<file path="config.mk">
export PLATFORM = sky130hd
export DESIGN_NAME = rfap_queue
export DESIGN_NICKNAME = d
export VERILOG_FILES = /design/src/hdl/rfap_pkg.sv /design/src/hdl/rfap_queue.sv
export SDC_FILE = /design/constraint.sdc
export NUM_CORES = 1
export LEC_CHECK = 0
export ABC_AREA = 1
export BUFFER_PORTS_ARGS = -buffer_cell sky130_fd_sc_hd__buf_2
export CORE_MARGIN = 1
export CORE_UTILIZATION = 45
export CTS_CLUSTER_SIZE = 28
export DETAILED_ROUTE_END_ITERATION = 8
export GPL_ROUTABILITY_DRIVEN = 0
export PLACE_DENSITY = 0.71
export SETUP_SLACK_MARGIN = 0.4
export SYNTH_ARGS = -nofsm -noshare
export SYNTH_HDL_FRONTEND = slang
export SYNTH_SLANG_ARGS = --single-unit
</file>
<file path="constraint.sdc">
create_clock -name i_clk -period 11.84 [get_ports i_clk]
set_clock_uncertainty 0.1 [all_clocks]
set_input_delay 1.776 -clock i_clk [delete_from_list [all_inputs] [get_ports i_clk]]
set_output_delay 1.776 -clock i_clk [all_outputs]
set_load 0.02 [all_outputs]
</file>
<file path="src/hdl/rfap_pkg.sv">
// Shared types, widths and codes of the rotated framebuffer pixel unit.
`default_nettype none

package rfap_pkg;

    // field widths
    localparam int unsigned X_W      = 10;
    localparam int unsigned Y_W      = 10;
    localparam int unsigned H_W      = 11;
    localparam int unsigned BPP_W    = 3;
    localparam int unsigned COLOUR_W = 32;
    localparam int unsigned BYTE_W   = 8;

    // address arithmetic: x*h, plus the flipped row, times the stride
    localparam int unsigned PROD_W = X_W + H_W;
    localparam int unsigned BASE_W = PROD_W + 1;
    localparam int unsigned ADDR_W = BASE_W + 2;

    // the store is split into byte lanes, one per address modulo four
    localparam int unsigned BYTE_LANES = 4;
    localparam int unsigned LANE_W     = $clog2(BYTE_LANES);
    localparam logic [LANE_W-1:0] ALPHA_LANE = LANE_W'(BYTE_LANES - 1);

    localparam int unsigned STORE_BYTES_DEF = 524288;
    localparam int unsigned QUEUE_DEPTH     = 2;

    // pixel layout
    localparam int unsigned STRIDE_NARROW = 3;
    localparam int unsigned STRIDE_WIDE   = 4;
    localparam logic [BPP_W-1:0]  BPP_WIDE     = BPP_W'(STRIDE_WIDE);
    localparam int unsigned       ALPHA_LSB    = 24;
    localparam logic [BYTE_W-1:0] ALPHA_OPAQUE = 8'hFF;

    // request kinds
    localparam logic ACT_WRITE = 1'b0;
    localparam logic ACT_READ  = 1'b1;

    // register file
    localparam int unsigned DATA_W    = 32;
    localparam int unsigned PADDR_W   = 3;
    localparam int unsigned REG_IDX_W = PADDR_W - 2;
    localparam logic [REG_IDX_W-1:0] REG_CANVAS_HEIGHT = REG_IDX_W'(0);
    localparam logic [REG_IDX_W-1:0] REG_PIXEL_SIZE    = REG_IDX_W'(1);
    localparam logic [H_W-1:0]   H_RESET   = H_W'(240);
    localparam logic [BPP_W-1:0] BPP_RESET = BPP_W'(3);

    // classified request handed from the front end to the back end
    typedef struct packed {
        logic                action;
        logic                wide;
        logic                oor;
        logic [ADDR_W-1:0]   addr;
        logic [COLOUR_W-1:0] colour;
    } t_req;

    typedef enum logic {
        BK_IDLE,
        BK_DATA
    } t_back_state;

endpackage

`default_nettype wire

</file>
<file path="src/hdl/rfap_queue.sv">
// Short request queue between the front end and the back end.
`default_nettype none

module rfap_queue (
    input  logic           i_clk,
    input  logic           i_rst_n,
    input  logic           i_push,
    input  rfap_pkg::t_req i_push_req,
    output logic           o_full,
    output logic           o_head_valid,
    output rfap_pkg::t_req o_head,
    input  logic           i_pop
);
    import rfap_pkg::*;

    localparam int unsigned PTR_W = (QUEUE_DEPTH > 1) ? $clog2(QUEUE_DEPTH) : 1;
    localparam int unsigned CNT_W = $clog2(QUEUE_DEPTH + 1);
    localparam logic [PTR_W-1:0] PTR_LAST = PTR_W'(QUEUE_DEPTH - 1);

    t_req             r_entry [QUEUE_DEPTH];
    logic [PTR_W-1:0] r_wr_ptr;
    logic [PTR_W-1:0] r_rd_ptr;
    logic [CNT_W-1:0] r_count;
    logic             do_push;
    logic             do_pop;

    assign o_full       = (r_count == CNT_W'(QUEUE_DEPTH));
    assign o_head_valid = (r_count != '0);
    assign o_head       = r_entry[r_rd_ptr];
    assign do_push      = i_push && !o_full;
    assign do_pop       = i_pop && o_head_valid;

    always_ff @(posedge i_clk) begin
        if (!i_rst_n) begin
            r_wr_ptr <= '0;
            r_rd_ptr <= '0;
            r_count  <= '0;
        end else begin
            if (do_push) begin
                r_wr_ptr <= (r_wr_ptr == PTR_LAST) ? '0 : r_wr_ptr + PTR_W'(1);
            end
            if (do_pop) begin
                r_rd_ptr <= (r_rd_ptr == PTR_LAST) ? '0 : r_rd_ptr + PTR_W'(1);
            end
            if (do_push && !do_pop) begin
                r_count <= r_count + CNT_W'(1);
            end else if (do_pop && !do_push) begin
                r_count <= r_count - CNT_W'(1);
            end
        end
    end

    always_ff @(posedge i_clk) begin
        if (do_push) begin
            r_entry[r_wr_ptr] <= i_push_req;
        end
    end

endmodule

`default_nettype wire

</file>
==> flow_metrics.env, run 1 <==
export IMPL_status="complete, no violations"
export IMPL_drt_iter0_drc=65
export IMPL_drt_pass1_iterations=4
export IMPL_hold_class="reg -> reg"
export IMPL_critPathMaxStageDelay_ns=0.61
export IMPL_ys_types=16
export IMPL_die_w_um=102
export IMPL_dieArea_um2=10500
export IMPL_top_layer="met4"
export IMPL_drv_slew=0
export IMPL_cts_made_buffers=17
export IMPL_cts_sinks=123
export IMPL_portBuffers=123
export IMPL_cts_buffer_depth=2
export IMPL_cp_cell_sequence="buf_4 -> mux2_2 -> buf_2"
export IMPL_clk_latency_ns=0.50
export IMPL_drc=0
export IMPL_cp_max_fo=41
export IMPL_cts_htree_levels=4
export IMPL_multi_input_area_um2=828
export IMPL_grt_pass1_wl_um=11500
export IMPL_crit_slowest_cell="dfxtp_2"
export IMPL_routed_via_density=4.70
export IMPL_period_needed_ns=4.18
export IMPL_cap_violations=0
export IMPL_hp_start="r_rd_ptr"
export IMPL_synth_cells=221
export IMPL_finalCritPeriodShare=0.353
export IMPL_hold_depth=2
export IMPL_instances_no_fill=504
export IMPL_nets=423
export IMPL_tightest_slew_ns=0.850
export IMPL_ctsResizeCount=0
export IMPL_avgSynthCellArea_um2=20.6
export IMPL_yosysSeqAreaShare=0.802
export IMPL_synth_seq_cells=123
export IMPL_min_to="r_rd_ptr"
export IMPL_cts_setup_buffers=0
export IMPL_tns_ns=0
export IMPL_crit_path_end_kind="output port"
export IMPL_cts_root_buf="clkbuf_8"
export IMPL_fp_coreArea_um2=9770
export IMPL_n_antenna_cell=0
export IMPL_peakVddDrop_v=0.000120
export IMPL_hold_viol_final=0
export IMPL_wl_um=7830
export IMPL_leakage_nw=2.25
export IMPL_max_freq_mhz=239
export IMPL_fp_dieH_um=102
export IMPL_r2r_slack_ns=9.38
export IMPL_reg2reg_depth=3
export IMPL_final_common_cell="buf_2"
export IMPL_slew_headroom=0.432
export IMPL_path_class="reg -> out"
export IMPL_timing_rr_end="r_entry[0][50]"
export IMPL_power_density_nw_per_um2=234
export IMPL_hpwl_um=5120
export IMPL_cts_tree="done"
export IMPL_cp_top_family="buffers and inverters"
export IMPL_place_inst=473
export IMPL_syn_nets=285
export IMPL_worst_path_buf_inv=2
export IMPL_grt_max_degree=42
export IMPL_final_cell_mix="buf_2 (123), edfxtp_1 (118), mux2_2 (49), clkbuf_16 (16), mux2_4 (10)"
export IMPL_regArea_um2=3640
export IMPL_pin_count=124
export IMPL_cts_hold_buf=0
export IMPL_rows=36
export IMPL_wire_per_inst_um=15.5
export IMPL_grt_setup_unrepaired="no"
export IMPL_finalSetupViolations=0
export IMPL_wl_met3_um=584
export IMPL_fill_cells=738
export IMPL_vias=2367
export IMPL_clk_pin_slew_worst_paths_ns=0.05
export IMPL_r2r_start="r_count[0]"
export IMPL_grt_usage=0.155
export IMPL_initial_core_util=0.465
export IMPL_ant_nets=0
export IMPL_syn_area_um2=4540
export IMPL_grt_pass1_vias=2381
export IMPL_cp_arrival_ns=2.30
export IMPL_post_route_util=0.601
export IMPL_critPathRequiredTime_ns=9.96
export IMPL_synth_warning_count=0
export IMPL_synthToLayoutAreaGrowth_pct=29.4
export IMPL_wl_met2_um=3740
export IMPL_path_depth=3
export IMPL_wl_met1_um=3370
export IMPL_grt_overflow_total=0
export IMPL_crit_path_start_kind="flop"
export IMPL_drive_gt1_frac=0.582
export IMPL_antenna_found_initial=0
per-stage QoR:
step	hold WS, ns	setup slack [ns]	total power, mW	area [um^2]
2_1_floorplan	0.367	6.86	0.805	4540
3_3_place_gp	0.380	7.98	0.893	5310
3_5_place_dp	0.404	7.93	0.899	5310
4_1_cts	0.417	7.59	1.39	5880
5_1_grt	0.470	7.51	1.44	5880
6_report	0.407	7.66	1.38	5880
per-layer routing:
metal  GRT usage  vias up
li1            -     1135
met1       0.184     1126
met2       0.245       95
met3      0.0569       11
met4      0.0857        0
met5           0        -
synth_stat cells:
| cell | count | area [um^2] |
|---|---|---|
| a21oi_1 | 1 | 5.00 |
| edfxtp_1 | 118 | 3540 |
| buf_2 | 4 | 20.0 |
| nand2_1 | 7 | 26.3 |
| nor2_1 | 9 | 33.8 |
| mux2_2 | 49 | 552 |
| o21a_1 | 1 | 7.51 |
| nand3_1 | 1 | 5.00 |
| dfxtp_1 | 5 | 100 |
| buf_8 | 1 | 15.0 |
| o21ai_0 | 3 | 15.0 |
| inv_1 | 8 | 30.0 |
| buf_6 | 2 | 22.5 |
| mux2_4 | 10 | 150 |
| nand4_1 | 1 | 6.26 |
| ha_1 | 1 | 12.5 |
worst min-delay path, stage by stage (launching register included):
cell     delay, ns
dfxtp_1       0.32
nor2_1        0.06
nor2_1        0.09
cell type report:
class,instances,share of cell area
clock buffer,19,0.0717
inverter,8,0.00511
multi-input combinational,83,0.141
timing repair buffer,126,0.109
clock inverter,12,0.0253
sequential,123,0.620
tap,133,0.0283
flip-flops by register name (all words and copies together) (netlist names), named ones only:
register  cells
r_rd_ptr      1
r_entry     118
r_count       2
r_wr_ptr      1
worst max-delay path by stage:
stage / end / slack [ns] / start
finish: o_head[15] / 7.66 / flop
global route: o_head[15] / 7.51 / flop
CTS: o_head[15] / 7.59 / flop
detailed placement: r_entry[0][14] / 7.93 / i_push
global placement: r_entry[0][32] / 7.98 / i_push
floorplan: r_entry[0][0] / 6.86 / i_push
logic make-up (layout without fill, tap and decap cells):
| family | Yosys count | count (layout) | share of synthesized area |
|---|---|---|---|
| compound gates | 5 | 5 | 0.00606 |
| fa+ha+maj | 1 | 1 | 0.00275 |
| buf+inv | 15 | 165 | 0.0193 |
| flops | 123 | 123 | 0.802 |
| mux | 59 | 59 | 0.154 |
| simple gates | 18 | 18 | 0.0157 |
where the power goes:
| part | switching [mW] | leakage, nW | total (mW) | internal, mW |
|---|---|---|---|---|
| Sequential | 0.0223 | 1.14 | 0.574 | 0.551 |
| Combinational | 0.188 | 0.841 | 0.312 | 0.123 |
| Clock | 0.172 | 0.272 | 0.490 | 0.318 |
(Power assumes the default switching activity.)
==> run 2, diff against run 1 <==
--- a/config.mk
+++ b/config.mk
@@ -12,7 +12,7 @@
 export CTS_CLUSTER_SIZE = 28
 export DETAILED_ROUTE_END_ITERATION = 8
 export GPL_ROUTABILITY_DRIVEN = 0
-export PLACE_DENSITY = 0.71
+export PLACE_DENSITY = 0.74
 export SETUP_SLACK_MARGIN = 0.4
 export SYNTH_ARGS = -nofsm -noshare
 export SYNTH_HDL_FRONTEND = slang
==> constraint.sdc (replaced) <==
create_clock -name i_clk -period 3.7 [get_ports i_clk]
set_clock_uncertainty 0.1 [all_clocks]
set_input_delay 0.555 -clock i_clk [delete_from_list [all_inputs] [get_ports i_clk]]
set_output_delay 0.555 -clock i_clk [all_outputs]
set_load 0.02 [all_outputs]
==> run 2 against run 1 <==
Against the previous run: critical endpoint is now o_head[8]; sequential share of layout area down 0.31 points; final cell count unchanged; first-iteration DRC count up 17%; final area up 0.57%; die area unchanged; via count about the same; hold slack worse by 0.27 ns; total power rose to 3.2 times the previous value; clock power rose to 3.3 times the previous value; non-clock buffer count down 1.
==> flow_metrics.env, run 2 (synthesis results as in run 1) <==
export IMPL_cts_setup_buffers=0
export IMPL_grt_overflow_total=0
export IMPL_n_antenna_cell=0
export IMPL_worst_path_buf_inv=1
export IMPL_crit_slowest_cell="dfxtp_4"
export IMPL_largest_register_ffs=118
export IMPL_finalCritPeriodShare=0.723
export IMPL_synthToLayoutAreaGrowth_pct=30.1
export IMPL_finalSetupViolations=0
export IMPL_crit_path_start_kind="flop"
export IMPL_cts_sinks=123
export IMPL_ctsResizeCount=0
export IMPL_cts_made_buffers=17
export IMPL_die_w_um=102
export IMPL_portBuffers=123
export IMPL_cts_tree="done"
export IMPL_vias=2366
export IMPL_total_power_mw=4.46
export IMPL_hp_start="i_push_req[17]"
export IMPL_cap_violations=0
export IMPL_grt_usage=0.151
export IMPL_place_inst=472
export IMPL_path_class="reg -> out"
export IMPL_grt_setup_unrepaired="no"
export IMPL_grt_max_degree=60
export IMPL_slew_headroom=0.430
export IMPL_drt_iter0_drc=76
export IMPL_ant_nets=0
export IMPL_initial_core_util=0.465
export IMPL_reg_top3="r_entry (118), r_count (2)"
export IMPL_clk_latency_ns=0.51
export IMPL_hpwl_um=4760
export IMPL_wl_um=7560
export IMPL_drt_pass1_iterations=4
export IMPL_fp_dieH_um=102
export IMPL_final_cell_mix="buf_2 (123), edfxtp_1 (118), mux2_2 (49), clkbuf_16 (16), mux2_4 (10)"
export IMPL_drc=0
export IMPL_nets=422
export IMPL_hold_class="in -> reg"
export IMPL_fp_coreArea_um2=9770
export IMPL_cp_arrival_ns=2.02
export IMPL_max_freq_mhz=374
export IMPL_critPathMaxStageDelay_ns=0.90
export IMPL_drv_slew=0
export IMPL_r2r_start="r_count[0]"
export IMPL_period_needed_ns=2.68
export IMPL_status="complete, no violations"
export IMPL_clk_pin_slew_worst_paths_ns=0.06
export IMPL_routed_via_density=4.69
export IMPL_cp_cell_sequence="mux2_2 -> buf_2"
export IMPL_final_common_cell="buf_2"
export IMPL_hold_viol_final=0
export IMPL_cp_max_fo=59
export IMPL_leakage_nw=2.27
export IMPL_cts_root_buf="clkbuf_8"
export IMPL_top_register="r_entry"
export IMPL_fin_hold_ws_ns=0.136
export IMPL_drive_gt1_frac=0.582
export IMPL_critPathRequiredTime_ns=3.04
export IMPL_pin_count=124
export IMPL_post_route_util=0.605
export IMPL_antenna_found_initial=0
export IMPL_crit_path_end_kind="output port"
export IMPL_cp_top_family="flip-flops"
export IMPL_cts_buffer_depth=2
export IMPL_cts_hold_buf=0
export IMPL_wire_per_inst_um=15.0
export IMPL_cts_htree_levels=4
export IMPL_tns_ns=0
export IMPL_dieArea_um2=10500
export IMPL_grt_pass1_vias=2335
export IMPL_grt_pass1_wl_um=11100
export IMPL_tightest_slew_ns=0.853
export IMPL_rows=36
export IMPL_peakVddDrop_v=0.000408
export IMPL_power_density_nw_per_um2=755
export IMPL_instances_no_fill=504
run 2: per-layer routing:
layer | vias to the layer above | track usage | routed length [um]
li1 | 1135 | - | -
met1 | 1147 | 0.173 | 3180
met2 | 80 | 0.244 | 3780
met3 | 4 | 0.0725 | 542
met4 | 0 | 0.0659 | 46
met5 | - | 0 | 0
run 2: worst reg2reg max path, stage by stage (launching register included):
cell and delay, ns:
dfxtp_1 0.39, o21ai_0 0.32, nor2_4 0.76, buf_12 0.31
run 2: worst paths after layout:
kind              slack, ns        endpoint  depth (start not counted)
hold / removal         0.14  r_entry[1][17]                          1
setup / recovery       1.02       o_head[8]                          2
hold reg to reg        0.42        r_rd_ptr                          2
setup reg to reg       1.50  r_entry[0][42]                          3
run 2: final cells by class:
cell class,instances,area (um^2)
sequential,123,3650
tap,133,166
timing repair buffer,125,643
clock buffer,19,422
clock inverter,13,175
multi-input combinational,83,828
fill,761,3860
inverter,8,30.0
run 2: stage by stage:
| stage | worst slack, ns | cell area [um^2] |
|---|---|---|
| after floorplan | -0.0565 | 4540 |
| after global placement | 1.35 | 5320 |
| after detailed placement | 1.27 | 5320 |
| after CTS | 0.960 | 5910 |
| after global routing | 0.913 | 5910 |
| final | 1.02 | 5910 |
run 2: report_power, final:
group,switching (mW),leakage [nW],internal (mW),total [mW]
combinational,0.545,0.839,0.400,0.945
sequential,0.123,1.14,1.77,1.89
clock,0.547,0.285,1.08,1.63
