<file path="src/hdl/rfap_pkg.sv">
// Shared types, widths and codes of the rotated framebuffer pixel unit.
`default_nettype none

package rfap_pkg;

    // field widths
    localparam int unsigned X_W      = 10;
    localparam int unsigned Y_W      = 10;
    localparam int unsigned H_W      = 11;
    localparam int unsigned BPP_W    = 3;
    localparam int unsigned COLOUR_W = 32;
    localparam int unsigned BYTE_W   = 8;

    // address arithmetic: x*h, plus the flipped row, times the stride
    localparam int unsigned PROD_W = X_W + H_W;
    localparam int unsigned BASE_W = PROD_W + 1;
    localparam int unsigned ADDR_W = BASE_W + 2;

    // the store is split into byte lanes, one per address modulo four
    localparam int unsigned BYTE_LANES = 4;
    localparam int unsigned LANE_W     = $clog2(BYTE_LANES);
    localparam logic [LANE_W-1:0] ALPHA_LANE = LANE_W'(BYTE_LANES - 1);

    localparam int unsigned STORE_BYTES_DEF = 524288;
    localparam int unsigned QUEUE_DEPTH     = 2;

    // pixel layout
    localparam int unsigned STRIDE_NARROW = 3;
    localparam int unsigned STRIDE_WIDE   = 4;
    localparam logic [BPP_W-1:0]  BPP_WIDE     = BPP_W'(STRIDE_WIDE);
    localparam int unsigned       ALPHA_LSB    = 24;
    localparam logic [BYTE_W-1:0] ALPHA_OPAQUE = 8'hFF;

    // request kinds
    localparam logic ACT_WRITE = 1'b0;
    localparam logic ACT_READ  = 1'b1;

    // register file
    localparam int unsigned DATA_W    = 32;
    localparam int unsigned PADDR_W   = 3;
    localparam int unsigned REG_IDX_W = PADDR_W - 2;
    localparam logic [REG_IDX_W-1:0] REG_CANVAS_HEIGHT = REG_IDX_W'(0);
    localparam logic [REG_IDX_W-1:0] REG_PIXEL_SIZE    = REG_IDX_W'(1);
    localparam logic [H_W-1:0]   H_RESET   = H_W'(240);
    localparam logic [BPP_W-1:0] BPP_RESET = BPP_W'(3);

    // classified request handed from the front end to the back end
    typedef struct packed {
        logic                action;
        logic                wide;
        logic                oor;
        logic [ADDR_W-1:0]   addr;
        logic [COLOUR_W-1:0] colour;
    } t_req;

    typedef enum logic {
        BK_IDLE,
        BK_DATA
    } t_back_state;

endpackage

`default_nettype wire

</file>
<file path="src/hdl/rfap_front.sv">
// Front end: accepts requests, works out the byte address and the range check.
`default_nettype none

module rfap_front #(
    parameter int unsigned STORE_BYTES = rfap_pkg::STORE_BYTES_DEF
) (
    input  logic                          i_clk,
    input  logic                          i_rst_n,
    input  logic                          i_in_valid,
    output logic                          o_in_stall,
    input  logic                          i_action,
    input  logic [rfap_pkg::X_W-1:0]      i_x,
    input  logic [rfap_pkg::Y_W-1:0]      i_y,
    input  logic [rfap_pkg::COLOUR_W-1:0] i_colour,
    input  logic [rfap_pkg::H_W-1:0]      i_canvas_height,
    input  logic [rfap_pkg::BPP_W-1:0]    i_pixel_size,
    output logic                          o_push,
    output rfap_pkg::t_req                o_push_req,
    input  logic                          i_queue_full
);
    import rfap_pkg::*;

    localparam logic [ADDR_W-1:0] LIM_NARROW = ADDR_W'(STORE_BYTES - STRIDE_NARROW);
    localparam logic [ADDR_W-1:0] LIM_WIDE   = ADDR_W'(STORE_BYTES - STRIDE_WIDE);

    // stage 1: captured request
    logic                r_s1_valid;
    logic                r_s1_action;
    logic [X_W-1:0]      r_s1_x;
    logic [Y_W-1:0]      r_s1_y;
    logic [COLOUR_W-1:0] r_s1_colour;

    // stage 2: column product and flipped row
    logic                r_s2_valid;
    logic                r_s2_action;
    logic                r_s2_wide;
    logic                r_s2_oor;
    logic [PROD_W-1:0]   r_s2_prod;
    logic [H_W-1:0]      r_s2_row;
    logic [COLOUR_W-1:0] r_s2_colour;

    // stage 3: pixel index
    logic                r_s3_valid;
    logic                r_s3_action;
    logic                r_s3_wide;
    logic                r_s3_oor;
    logic [BASE_W-1:0]   r_s3_base;
    logic [COLOUR_W-1:0] r_s3_colour;

    logic              s1_ready;
    logic              s2_ready;
    logic              s3_ready;
    logic [ADDR_W-1:0] addr;
    logic              addr_oor;

    assign s3_ready   = !r_s3_valid || !i_queue_full;
    assign s2_ready   = !r_s2_valid || s3_ready;
    assign s1_ready   = !r_s1_valid || s2_ready;
    assign o_in_stall = !s1_ready;

    always_ff @(posedge i_clk) begin
        if (!i_rst_n) begin
            r_s1_valid <= 1'b0;
            r_s2_valid <= 1'b0;
            r_s3_valid <= 1'b0;
        end else begin
            if (s1_ready) begin
                r_s1_valid <= i_in_valid;
            end
            if (s2_ready) begin
                r_s2_valid <= r_s1_valid;
            end
            if (s3_ready) begin
                r_s3_valid <= r_s2_valid;
            end
        end
    end

    always_ff @(posedge i_clk) begin
        if (s1_ready && i_in_valid) begin
            r_s1_action <= i_action;
            r_s1_x      <= i_x;
            r_s1_y      <= i_y;
            r_s1_colour <= i_colour;
        end
        if (s2_ready && r_s1_valid) begin
            r_s2_action <= r_s1_action;
            r_s2_wide   <= (i_pixel_size == BPP_WIDE);
            r_s2_oor    <= (H_W'(r_s1_y) >= i_canvas_height);
            r_s2_prod   <= PROD_W'(r_s1_x) * PROD_W'(i_canvas_height);
            r_s2_row    <= H_W'(i_canvas_height - H_W'(1) - H_W'(r_s1_y));
            r_s2_colour <= r_s1_colour;
        end
        if (s3_ready && r_s2_valid) begin
            r_s3_action <= r_s2_action;
            r_s3_wide   <= r_s2_wide;
            r_s3_oor    <= r_s2_oor;
            r_s3_base   <= BASE_W'(r_s2_prod) + BASE_W'(r_s2_row);
            r_s3_colour <= r_s2_colour;
        end
    end

    // stride 4 is a shift, stride 3 one add
    always_comb begin
        if (r_s3_wide) begin
            addr     = {r_s3_base, 2'b00};
            addr_oor = (addr > LIM_WIDE);
        end else begin
            addr     = ADDR_W'(r_s3_base) + ADDR_W'({r_s3_base, 1'b0});
            addr_oor = (addr > LIM_NARROW);
        end
    end

    assign o_push            = r_s3_valid && !i_queue_full;
    assign o_push_req.action = r_s3_action;
    assign o_push_req.wide   = r_s3_wide;
    assign o_push_req.oor    = r_s3_oor || addr_oor;
    assign o_push_req.addr   = addr;
    assign o_push_req.colour = r_s3_colour;

endmodule

`default_nettype wire

</file>
<file path="config.mk">
export PLATFORM = sky130hd
export DESIGN_NAME = rfap_front
export DESIGN_NICKNAME = d
export VERILOG_FILES = /design/src/hdl/rfap_pkg.sv /design/src/hdl/rfap_front.sv
export SDC_FILE = /design/constraint.sdc
export NUM_CORES = 1
export LEC_CHECK = 0
export ABC_CLOCK_PERIOD_IN_PS = 13550
export CAP_MARGIN = 20
export CORE_MARGIN = 10
export CORE_UTILIZATION = 45
export DETAILED_ROUTE_END_ITERATION = 6
export DONT_BUFFER_PORTS = 1
export GPL_TIMING_DRIVEN = 0
export PLACE_DENSITY = 0.62
export RECOVER_POWER = 50
export SYNTH_ARGS = -nofsm -noshare
export SYNTH_HDL_FRONTEND = slang
export SYNTH_SLANG_ARGS = --single-unit
</file>
<file path="constraint.sdc">
create_clock -name i_clk -period 13.55 [get_ports i_clk]
set_input_delay 2.0325 -clock i_clk [delete_from_list [all_inputs] [get_ports i_clk]]
set_output_delay 2.0325 -clock i_clk [all_outputs]
set_load 0.005 [all_outputs]
</file>
==> results by group, run 1 <==
Critical path
  – Nature of the critical path startpoint: input pin
  – Slowest cell delay on critical path: ~0.58 ns
  – Crit path kind: in2reg
  – Data required, critical path: 13.72 ns
  – Worst EP arrival: 7.05 ns
  – Critical path, cell by cell: clkbuf_1 -> nand2_1 -> fa_1 -> inv_1 -> fa_1 -> inv_1 -> fa_1 -> inv_1 -> fa_1 -> inv_1 -> fa_1 -> inv_1 -> ha_1 -> a2111o_1 -> a31oi_2 -> nand2_1 -> a211o_1 -> a21oi_1 -> xnor2_1
  – CP max-delay cell: fa_1
  – Crit path max fanout: 10
  – CP Capture Type: flip-flop

Detailed routing
  – DRC: 0
  – Vias per Instance: around 5
  – Total number of vias: 7,031
  – Post-route ant nets: 0
  – Total length of routed wires: 23.31 mm
  – First drt pass iteration count: 4
  – Initial DRC count: 400
  – WL per Instance: 16.86 µm

Layout
  – Multi-input combinational cell area: approximately 0.006 mm²
  – Area delta synth->final: 8.815%
  – Layout cells sized above 1: between 5 and 6%
  – Area occupied by registers: between 0.005 and 0.006 mm²
  – FILL cells: 2,303
  – ANT cells: 0
  – Final std cells w/o fill: 1,382
  – Design Area, Final: approximately 0.013 mm²
  – Final nets: around 1,300

Global routing
  – Overall routing resource usage: around 14%
  – First-pass GRT wire length: approximately 38 mm
  – Initial antenna violation count: 0
  – Number of global-route vias before repair: between 7,000 and 8,000
  – Largest net degree at the start of global routing: 34
  – Remaining global-route overflow: 0

Floorplan
  – Die ar.: roughly 0.033 mm²
  – Core box area: around 0.026 mm²
  – Height of the chip: roughly 180 µm
  – # rows: 59
  – Initial core utilization: a little under half
  – Width of the die: 182.1 µm
  – I/O pins: 132

Clock network
  – Worst skew pair latency: between 0.4 and 0.5 ns
  – Resized Gates After CTS: 0
  – Hold Buf Count CTS: 0
  – H-tree depth: 4
  – Bufs on Longest Clock Path: 2
  – Worst-path clk slew: ~0.070 ns
  – Clk root buf: clkbuf_16
  – CTS Sinks: between 150 and 200
  – # Post-CTS Setup Buffers: 0
  – CTS tree: built
  – TritonCTS buffer count: 17

Synth
  – Mapped Area: around 0.012 mm²
  – Post-synth EDFFs: 177
  – Commonest cells post-synth: edfxtp_1 (177), inv_1 (122), ha_1 (116)
  – Post-synth ARST share: 0%
  – Top_reg_cell synth: edfxtp_1
  – Seq/Total Area, Yosys: 45.46%
  – Synth area leader: edfxtp_1
  – Gate Count Post-Synth: 1,011
  – Top-count cell post-synth: edfxtp_1
  – Flops & latches, synth: between 150 and 200
  – Synth warn: 0
  – Synth area leaders: edfxtp_1 (45%), fa_1 (12%), ha_1 (12%), inv_1 (3.9%), and2_1 (3.5%)
  – Distinct cells, synth: between 50 and 60
  – Synthesized area per cell: between 10 and 15 µm²
  – Post-synth top area share: between 40 and 50%
  – Syn_nets: between 1,000 and 1,500

STA
  – Minimum clock period: between 6 and 7 ns
  – Tcrit/Tclk final: between 50% and 60%
  – Slew Limit Headroom: -27.06%
  – Final hold violations: 0
  – Slew @ Worst Pin: around 1.9 ns
  – Unrepaired setup endpoints after global routing: no
  – TNS Setup: 0 ns
  – Final Slew Violations: 33
  – Skew final: 0.01144 ns
  – Max Fclk: about 0.15 GHz
  – Final Setup Violations: 0
  – Worst hold slack: a little over 0.4 ns

Worst hold path
  – Min-delay worst type: reg2reg

Placement
  – IO Port Bufs: 0
  – Hpwl dp: roughly 19 mm
  – RePlAce Congestion: roughly 0.9
  – DP Area: between 0.01 and 0.015 mm²
  – Placed insts: roughly 1,400

Power and ir drop
  – Peak supply drop: between 0.1 and 0.15 mV
  – Power Dens Cells: around 180 mW/mm²
  – LEAKAGE: roughly 5.4 nW
  – Total power draw: 2.276 mW

Flow run
  – Max cap viols: 1

Run status
  – Status: finished with violations
  – Failing checks: max-capacitance violations, max-slew violations
-- layout make-up --
class	count	area share [%]
Tap cell	335	3.258
Inverter	122	3.559
Clock inverter	14	1.079
Multi-Input combinational cell	679	45.50
Timing Repair Buffer	5	0.3987
Buffer	30	1.118
Sequential cell	180	41.78
Clock buffer	17	3.306
-- state kept, by name, indices dropped and copies added (netlist names), 10 cells and up --
register,cells
r_s1_colour,32
r_s1_x,10
r_s1_y,10
r_s2_colour,32
r_s2_prod,21
r_s2_row,11
r_s3_base,22
r_s3_colour,32
-- report_power, final --
group | internal [mW] | switching, mW | leakage (nW)
clock network | 0.244 | 0.230 | 0.274
logic | 0.448 | 0.589 | 3.46
registers | 0.732 | 0.0320 | 1.69
-- path summary, 6_finish.rpt --
check | start | end | slack, ns | cells after the start
min reg2reg | r_s2_colour[25] | r_s3_colour[25] | 0.41 | 0
min | r_s2_colour[25] | r_s3_colour[25] | 0.41 | 0
max reg2reg | r_s1_x[3] | r_s2_prod[19] | 7.86 | 19
max | i_canvas_height[5] | r_s2_prod[19] | 6.67 | 19
-- cells by family (layout without fill, tap and decap cells) --
kind of cell	count (synthesis)	count (layout)	share of synthesized area [%]
simple gates	251	251	10.58
xor+xnor	62	62	4.593
mux	3	3	0.2857
flops	180	180	45.46
compound gates	174	174	9.355
fa+ha+maj	189	189	24.63
buf+inv	152	188	5.090
-- layer usage --
| metal | track usage [%] | wire, µm | vias to the layer above |
|---|---|---|---|
| li1 | - | - | 3538 |
| met1 | 18.51 | 10940 | 3361 |
| met2 | 23.33 | 11090 | 118 |
| met3 | 3.244 | 1070 | 14 |
| met4 | 3.157 | 202 | 0 |
| met5 | 0 | 0 | - |
-- cell usage in the layout, fill, tap and decap left out, drive strengths merged, types with 5 or more instances in the layout --
cell	Yosys	routed
nand2	91	91
a21o	18	18
o21bai	9	9
o21a	6	6
a211oi	7	7
fa	73	73
nor2	32	32
and2	66	66
xnor2	36	36
xor2	26	26
o21ai	48	48
clkbuf	24	44
clkinv	0	5
inv	122	130
ha	116	116
buf	5	7
and3	8	8
nor3	12	12
a21oi	57	57
edfxtp	177	177
nand3	12	12
nor2b	8	8
nand4	6	6
-- stage by stage --
| step | setup WS [ns] | util, % |
|---|---|---|
| after CTS | 6.681 | 49.77 |
| after global routing | 6.394 | 49.51 |
| after floorplan | 6.786 | - |
| final | 6.673 | 49.51 |
| after global placement | 4.978 | 47.12 |
| after detailed placement | 6.232 | 47.60 |
-- critical path, delay by kind of cell --
family | cells | cell delay, ns
fa+ha+maj | 6 | 2.85
compound gates | 4 | 1.15
buf+inv | 6 | 0.64
simple gates | 2 | 0.28
xor+xnor | 1 | 0.08
No activity file was read; power rests on OpenSTA's default activity.
==> run 2: changes to the inputs <==
--- a/config.mk
+++ b/config.mk
@@ -5,14 +5,14 @@
 export SDC_FILE = /design/constraint.sdc
 export NUM_CORES = 1
 export LEC_CHECK = 0
-export ABC_CLOCK_PERIOD_IN_PS = 13550
+export ABC_CLOCK_PERIOD_IN_PS = 6200
 export CAP_MARGIN = 20
 export CORE_MARGIN = 10
 export CORE_UTILIZATION = 45
 export DETAILED_ROUTE_END_ITERATION = 6
 export DONT_BUFFER_PORTS = 1
 export GPL_TIMING_DRIVEN = 0
-export PLACE_DENSITY = 0.62
+export PLACE_DENSITY = 0.64
 export RECOVER_POWER = 50
 export SYNTH_ARGS = -nofsm -noshare
 export SYNTH_HDL_FRONTEND = slang
==> constraint.sdc (replaced) <==
create_clock -name i_clk -period 6.2 [get_ports i_clk]
set_input_delay 0.93 -clock i_clk [delete_from_list [all_inputs] [get_ports i_clk]]
set_output_delay 0.93 -clock i_clk [all_outputs]
set_load 0.005 [all_outputs]
==> run 2 against run 1 <==
Net effect:
- the flow still finishes with violations (max-capacitance violations, max-slew violations)
- clock-buffer cell count did not move
- via count rose by 1.3%
- register-to-register slack got worse by 7.3 ns
- die area did not move
- critical path depth did not move
- hold slack got worse by 0.0013 ns
- largest power group unchanged
==> results by group, run 2 (synthesis results as in run 1) <==
Run status
  – Status: finished with violations (unchanged)
  – Failing checks: max-capacitance violations, max-slew violations (unchanged)

Clock network
  – CTS Sinks: 180 (unchanged)
  – Hold Buf Count CTS: 0 (unchanged)
  – Worst skew pair latency: 0.43 ns (was 0.42 ns)
  – Clk root buf: clkbuf_16 (unchanged)
  – TritonCTS buffer count: 17 (unchanged)
  – # Post-CTS Setup Buffers: 0 (unchanged)
  – Bufs on Longest Clock Path: 2 (unchanged)
  – Worst-path clk slew: 0.08 ns (was 0.07 ns)
  – CTS tree: built (unchanged)
  – Resized Gates After CTS: 0 (unchanged)
  – H-tree depth: 4 (unchanged)

Power and ir drop
  – LEAKAGE: 5.450 nW (was 5.428 nW)
  – Peak supply drop: 0.2905 mV (was 0.1042 mV)
  – Total power draw: 5.044 mW (was 2.276 mW)
  – Power Dens Cells: 390.7 mW/mm² (was 176.9 mW/mm²)

Floorplan
  – I/O pins: 132 (unchanged)
  – Initial core utilization: 45.50% (unchanged)
  – Height of the chip: 182.1 µm (unchanged)
  – Width of the die: 182.1 µm (unchanged)
  – Die ar.: 0.03316 mm² (unchanged)
  – # rows: 59 (unchanged)
  – Core box area: 0.02598 mm² (unchanged)

Placement
  – IO Port Bufs: 0 (unchanged)
  – Pre-CTS setup slack: -0.02654 ns (was 6.232 ns)
  – RePlAce Congestion: 0.8732 (was 0.8799)
  – Hpwl dp: 18.53 mm (about the same)

STA
  – Final hold violations: 0 (unchanged)
  – Minimum clock period: approximately 5.8 ns
  – Skew final: 0.01337 ns (was 0.01144 ns)
  – Final Setup Violations: 0 (unchanged)
  – Tcrit/Tclk final: 93.07%
  – Unrepaired setup endpoints after global routing: no (unchanged)
  – Setup ws final: 0.4295 ns (was 6.673 ns)
  – Slew @ Worst Pin: 1.855 ns (was 1.906 ns)
  – Max Fclk: roughly 0.17 GHz
  – Slew Limit Headroom: -23.68% (was -27.06%)
  – Final Slew Violations: 34 (was 33)

Detailed routing
  – Post-route ant nets: 0 (unchanged)
  – Total length of routed wires: 23.44 mm (was 23.31 mm)
  – Total number of vias: 7,124 (was 7,031)
  – Initial DRC count: 511 (was 400)
  – DRC: 0 (unchanged)
  – First drt pass iteration count: 7 (was 4)
  – WL per Instance: 16.95 µm (was 16.86 µm)
  – Vias per Instance: 5.151 (was 5.088)

Global routing
  – Remaining global-route overflow: 0 (unchanged)
  – Largest net degree at the start of global routing: 35 (was 34)
  – First-pass GRT wire length: 37.72 mm (was 37.88 mm)
  – Overall routing resource usage: 14.12% (about the same)
  – Number of global-route vias before repair: 7,195 (was 7,297)
  – Initial antenna violation count: 1 (was 0)

Flow run
  – Max cap viols: 1 (unchanged)

Layout
  – Final nets: 1,295 (unchanged)
  – Top Registers: r_s1_colour (32), r_s2_colour (32), r_s3_colour (32) (unchanged)
  – Layout cells sized above 1: 5.248% (was 5.062%)
  – Most frequent cells in the layout: edfxtp_1 (177), inv_1 (122), ha_1 (116), nand2_1 (91), fa_1 (73) (unchanged)
  – ANT cells: 0 (unchanged)
  – Layout Utilization: 49.69% (was 49.51%)
  – Area delta synth->final: 9.206% (was 8.815%)
  – Commonest non-fill, non-tap cell in the layout: edfxtp_1 (unchanged)

Worst hold path
  – WHS Endpoint: r_s3_colour[28] (was r_s3_colour[25])
  – Min-delay src: r_s2_colour[28] (was r_s2_colour[25])
  – Min-delay worst type: reg2reg (unchanged)
  – WHS Path Cells: 0 (unchanged)

Critical path
  – Crit path kind: in2reg (unchanged)
  – Nature of the critical path startpoint: input pin (unchanged)
  – Worst EP arrival: 5.94 ns (was 7.05 ns)
  – Crit path max fanout: 10 (unchanged)
  – RR Startpoint: r_s1_x[3] (unchanged)
  – Data required, critical path: 6.37 ns (was 13.72 ns)
  – Worst Reg-to-Reg Cells: 19 (unchanged)
  – Reg-to-Reg End: r_s2_prod[20] (was r_s2_prod[19])
  – CP Capture Type: flip-flop (unchanged)
  – FF-to-FF setup slack: 0.59 ns (was 7.86 ns)
==> run 2: power by group <==
part           total, mW  leakage, nW  switching [mW]  internal, mW
combinational       2.27         3.46            1.29         0.979
clock               1.10        0.296           0.518         0.583
sequential          1.67         1.69          0.0699          1.60
total               5.04         5.45            1.88          3.16
==> run 2: layer usage <==
layer  vias to the layer above  share of wire, %  track usage, %
met2                       133                48           23.18
met3                        17               4.8           3.660
met4                         2               1.1           3.254
met1                      3428                46           18.32
met5                         -             0.055               0
li1                       3544                 -               -
==> run 2: worst max-delay path, stage by stage <==
cell      delay (ns)
clkbuf_1        0.44
nand2_1         0.16
fa_1            0.56
inv_1           0.06
fa_1            0.50
inv_1           0.05
fa_1            0.47
inv_1           0.05
fa_1            0.52
inv_1           0.05
fa_1            0.52
inv_1           0.04
ha_1            0.23
a2111o_1        0.46
a31oi_2         0.23
nand2_1         0.14
a211o_1         0.27
a21oi_1         0.17
xnor2_1         0.09
==> run 2: worst max-delay path by stage <==
| stage | start | to | slack, ns | cells after the start |
|---|---|---|---|---|
| 3_5_place_dp | i_canvas_height[5] | r_s2_prod[19] | -0.03 | 19 |
| 5_1_grt | i_canvas_height[3] | r_s2_prod[20] | 0.16 | 19 |
| 2_1_floorplan | i_canvas_height[5] | r_s2_prod[19] | 0.54 | 19 |
| 4_1_cts | i_canvas_height[5] | r_s2_prod[20] | 0.45 | 19 |
| 6_report | i_canvas_height[5] | r_s2_prod[19] | 0.43 | 19 |
| 3_3_place_gp | i_queue_full | r_s3_colour[23] | -1.22 | 1 |
==> run 2: layout make-up <==
class / instances / area (µm²)
Buffer: 30 / 143.9
Clock buffer: 17 / 425.4
Sequential cell: 180 / 5375
Timing Repair Buffer: 5 / 51.30
Inverter: 122 / 457.9
Fill cell: 2318 / 13070
Clock inverter: 15 / 185.2
Multi-Input combinational cell: 679 / 5854
Tap cell: 335 / 419.2
==> run 2: per-stage QoR <==
| step | hold slack (ns) | setup TNS, ns | cell area (µm²) | std cells |
|---|---|---|---|---|
| 2_1_floorplan | 0.4003 | 0 | 11820 | 1011 |
| 3_3_place_gp | 0.4009 | -69.01 | 12240 | 1346 |
| 3_5_place_dp | 0.4045 | -0.03530 | 12380 | 1351 |
| 4_1_cts | 0.4128 | 0 | 12990 | 1383 |
| 5_1_grt | 0.4164 | 0 | 12910 | 1383 |
| 6_report | 0.4119 | 0 | 12910 | 1383 |
==> run 3: changes to the inputs <==
--- a/config.mk
+++ b/config.mk
@@ -5,6 +5,7 @@
 export SDC_FILE = /design/constraint.sdc
 export NUM_CORES = 1
 export LEC_CHECK = 0
+export ABC_AREA = 1
 export ABC_CLOCK_PERIOD_IN_PS = 6200
 export CAP_MARGIN = 20
 export CORE_MARGIN = 10
==> run 3 against run 2 <==
Net effect:
- critical endpoint is now r_s2_prod[17]
- the run still ends with max-capacitance violations, max-slew violations left
- power decreased by 5.9%
- non-clock buffer count decreased by 4
- highest routed layer is now met4
- wire length increased by 16%
==> results by group, run 3 <==
Layout
  – Final nets: 1,612 (was 1,295)
  – Top Registers: r_s1_colour (32), r_s2_colour (32), r_s3_colour (32) (unchanged)
  – ANT cells: 0 (unchanged)
  – Area delta synth->final: 8.931% (was 9.206%)
  – FILL cells: 2,594 (was 2,318)
  – Commonest non-fill, non-tap cell in the layout: nand2_1 (was edfxtp_1)
  – Final std cells w/o fill: 1,742 (was 1,383)
  – Most frequent cells in the layout: nand2_1 (341), inv_1 (261), edfxtp_1 (177), ha_1 (116), fa_1 (73) (was edfxtp_1 (177), inv_1 (122), ha_1 (116), nand2_1 (91), fa_1 (73))
  – Layout cells sized above 1: 3.666% (was 5.248%)

Synth
  – Largest family of logic cells by synthesized area: adder cells (unchanged)
  – Synthesized area per cell: 9.424 µm² (was 11.70 µm²)
  – Syn_nets: 1,589 (was 1,271)
  – Synth Area in Adders: 23.26% (was 24.63%)
  – Flops & latches, synth: 180 (unchanged)
  – Synth area leaders: edfxtp_1 (42%), fa_1 (12%), ha_1 (12%), nand2_1 (10%), inv_1 (7.8%) (was edfxtp_1 (45%), fa_1 (12%), ha_1 (12%), inv_1 (3.9%), and2_1 (3.5%))
  – Distinct cells, synth: 38 (was 56)
  – Synth Area in XOR/XNOR: 3.357% (was 4.593%)
  – Post-synth top area share: 42.44% (was 44.95%)
  – Synth warn: 0 (unchanged)
  – Seq/Total Area, Yosys: 42.92% (was 45.46%)
  – Post-synthesis mux area share: 0% (was 0.2857%)
  – Mapped Area: 0.01252 mm² (was 0.01182 mm²)
  – Post-synth EDFFs: 177 (unchanged)
  – Simple-gate share of the synthesized area: 16.11% (was 10.58%)
  – Top_reg_cell synth: edfxtp_1 (unchanged)
  – Top-count cell post-synth: nand2_1 (was edfxtp_1)
  – Compound-Gate Fraction of Synth Area: 5.624% (was 9.354%)
  – Synth area leader: edfxtp_1 (unchanged)
  – Gate Count Post-Synth: 1,329 (was 1,011)
  – Post-synth ARST share: 0% (unchanged)
  – Commonest cells post-synth: nand2_1 (341), inv_1 (261), edfxtp_1 (177) (was edfxtp_1 (177), inv_1 (122), ha_1 (116))

Critical path
  – Worst EP arrival: 5.78 ns (was 5.94 ns)
  – Crit path kind: in2reg (unchanged)
  – Crit path max fanout: 10 (unchanged)
  – RR Startpoint: r_s1_x[3] (unchanged)
  – Data required, critical path: 6.36 ns (was 6.37 ns)
  – Critical path, cell by cell: clkbuf_1 -> nand2_1 -> fa_1 -> inv_1 -> fa_1 -> inv_1 -> fa_1 -> inv_1 -> fa_1 -> inv_1 -> fa_1 -> inv_1 -> ha_1 -> a21o_1 -> a31oi_1 -> nand2_1 -> a21oi_1 -> o21ai_1 -> xor2_1 (was clkbuf_1 -> nand2_1 -> fa_1 -> inv_1 -> fa_1 -> inv_1 -> fa_1 -> inv_1 -> fa_1 -> inv_1 -> fa_1 -> inv_1 -> ha_1 -> a2111o_1 -> a31oi_2 -> nand2_1 -> a211o_1 -> a21oi_1 -> xnor2_1)
  – CP Capture Type: flip-flop (unchanged)
  – Worst Reg-to-Reg Cells: 19 (unchanged)
  – CP max-delay cell: fa_1 (unchanged)
  – Reg-to-Reg End: r_s2_prod[17] (was r_s2_prod[20])
  – FF-to-FF setup slack: 0.76 ns (was 0.59 ns)
  – Slowest cell delay on critical path: 0.55 ns (was 0.56 ns)
  – Nature of the critical path startpoint: input pin (unchanged)

STA
  – Setup ws final: 0.5819 ns (was 0.4295 ns)
  – Slew Limit Headroom: -0.1201% (was -23.68%)
  – Unrepaired setup endpoints after global routing: no (unchanged)
  – TNS Setup: 0 ns (unchanged)
  – Final Slew Violations: 30 (was 34)
  – Max Fclk: 0.1780 GHz (was 0.1733 GHz)
  – Slew @ Worst Pin: 1.502 ns (was 1.855 ns)
  – Final Setup Violations: 0 (unchanged)
  – Final hold violations: 0 (unchanged)
  – Tcrit/Tclk final: 90.61% (was 93.07%)
  – Skew final: 0.01659 ns (was 0.01337 ns)
  – Minimum clock period: 5.618 ns (was 5.770 ns)

Clock network
  – CTS Sinks: 180 (unchanged)
  – TritonCTS buffer count: 17 (unchanged)
  – Hold Buf Count CTS: 0 (unchanged)
  – Bufs on Longest Clock Path: 2 (unchanged)
  – # Post-CTS Setup Buffers: 0 (unchanged)
  – Clk root buf: clkbuf_16 (unchanged)
  – Worst skew pair latency: 0.43 ns (about the same)
  – CTS tree: built (unchanged)
  – H-tree depth: 4 (unchanged)
  – Worst-path clk slew: 0.07 ns (was 0.08 ns)
  – Resized Gates After CTS: 0 (unchanged)

Placement
  – Placed insts: 1,711 (was 1,351)
  – RePlAce Congestion: 0.8937 (was 0.8732)
  – IO Port Bufs: 0 (unchanged)
  – Pre-CTS setup slack: 0.1798 ns (was -0.02654 ns)
  – Hpwl dp: 21.66 mm (was 18.53 mm)

Detailed routing
  – DRC: 0 (unchanged)
  – First drt pass iteration count: 5 (was 7)
  – Total length of routed wires: 27.11 mm (was 23.44 mm)
  – Total number of vias: 8,550 (was 7,124)
  – Vias per Instance: 4.908 (was 5.151)
  – Initial DRC count: 534 (was 511)
  – Post-route ant nets: 0 (unchanged)
  – WL per Instance: 15.56 µm (was 16.95 µm)

Floorplan
  – Core box area: 0.02763 mm² (was 0.02598 mm²)
  – Initial core utilization: 45.33% (was 45.50%)
  – I/O pins: 132 (unchanged)
  – # rows: 61 (was 59)
  – Height of the chip: 186.8 µm (was 182.1 µm)
  – Width of the die: 186.8 µm (was 182.1 µm)
  – Die ar.: 0.03491 mm² (was 0.03316 mm²)

Worst hold path
  – WHS Endpoint: r_s2_colour[25] (was r_s3_colour[28])
  – Min-delay worst type: reg2reg (unchanged)
  – Min-delay src: r_s1_colour[25] (was r_s2_colour[28])
  – WHS Path Cells: 0 (unchanged)

Flow run
  – Max cap viols: 1 (unchanged)

Global routing
  – Overall routing resource usage: 15.40% (was 14.12%)
  – Remaining global-route overflow: 0 (unchanged)
  – Largest net degree at the start of global routing: 45 (was 35)
  – First-pass GRT wire length: 43.42 mm (was 37.72 mm)
  – Initial antenna violation count: 0 (was 1)
  – Number of global-route vias before repair: 8,577 (was 7,195)

Power and ir drop
  – Peak supply drop: 0.2420 mV (was 0.2905 mV)
  – LEAKAGE: 6.595 nW (was 5.450 nW)
  – Net Sw Frac: 38.55% (was 37.32%)
  – Power Dens Cells: 348.0 mW/mm² (was 390.7 mW/mm²)
  – Sequential share of power: 34.3% (was 33.1%)
  – NetSw: 1.831 mW (was 1.883 mW)
  – Combinational share of power: 43.0% (was 45.1%)
  – Clk pwr share: 22.7% (was 21.8%)
  – Internal power: 2.918 mW (was 3.162 mW)

Run status
  – Failing checks: max-capacitance violations, max-slew violations (unchanged)
  – Status: finished with violations (unchanged)
## run 3: changes by cell type in the layout (fill, tap and decap cells not counted), sizes merged, moves of 8 or more
cell   previous run  this run
a21o             18         6
and2             66         3
nand2            91       344
nor2             32        70
inv             130       268
xnor2            36        19
a31oi             4        14
nor2b             8         0
nand3            12        55
o21ai            48        34
## run 3: worst max-delay path by stage
stage	start	to	slack, ns
5_1_grt	i_canvas_height[5]	r_s2_prod[17]	0.27
4_1_cts	i_canvas_height[5]	r_s2_prod[17]	0.60
2_1_floorplan	i_canvas_height[5]	r_s2_prod[17]	0.68
3_5_place_dp	i_canvas_height[5]	r_s2_prod[17]	0.18
6_report	i_canvas_height[5]	r_s2_prod[17]	0.58
3_3_place_gp	i_canvas_height[5]	r_s2_prod[17]	0.17
## run 3: worst max-delay path: cells and delay by family
family	cells	cell delay, ns
simple gates	2	0.33
buf+inv	6	0.72
compound gates	4	0.73
xor+xnor	1	0.15
fa+ha+maj	6	2.93
## run 3: power by group through the flow
stage / Clock [mW] / Combinational [mW] / Sequential (mW)
after global placement: 0 / 1.99 / 1.66
after global routing: 1.15 / 2.36 / 1.64
after detailed placement: 0 / 2.02 / 1.66
after floorplan: 0 / 1.60 / 1.64
after CTS: 1.10 / 2.05 / 1.63
final: 1.08 / 2.04 / 1.63
## run 3: layout make-up
| cell class | count | area, µm² | area share [%] |
|---|---|---|---|
| Buffer | 27 | 110.1 | 0.8070 |
| Clock buffer | 17 | 425.4 | 3.118 |
| Clock inverter | 14 | 165.2 | 1.211 |
| Inverter | 262 | 983.4 | 7.208 |
| Multi-Input combinational cell | 860 | 6063 | 44.44 |
| Sequential cell | 180 | 5375 | 39.40 |
| Tap cell | 378 | 473.0 | 3.467 |
| Timing Repair Buffer | 4 | 47.55 | 0.3485 |
## run 3: kinds of logic (layout without fill, tap and decap cells)
group	after synthesis	count (layout)
AOI/OAI and AO/OA	127	127
xor gates and xnor gates	48	48
adders and majority gates	189	189
buffers and inverters	289	324
DFF	180	180
and+or+nand+nor	496	496
## run 3: metal layers
metal	vias to the layer above	track usage [%]	part of all wire (%)	wire, µm
met5	-	0	0	0
met4	0	4.373	1.8	501
met3	34	2.908	4.4	1190
met2	216	26.55	49	13270
met1	3999	19.29	45	12160
li1	4301	-	-	-
## run 3: through the flow
stage	power [mW]	hold WS [ns]	instance area [µm²]	utilization (%)
after floorplan	3.243	0.4003	12520	-
after global placement	3.649	0.4002	13000	47.04
after detailed placement	3.676	0.4045	13100	47.43
after CTS	4.780	0.4126	13690	49.57
after global routing	5.155	0.4121	13640	49.38
final	4.748	0.4188	13640	49.38
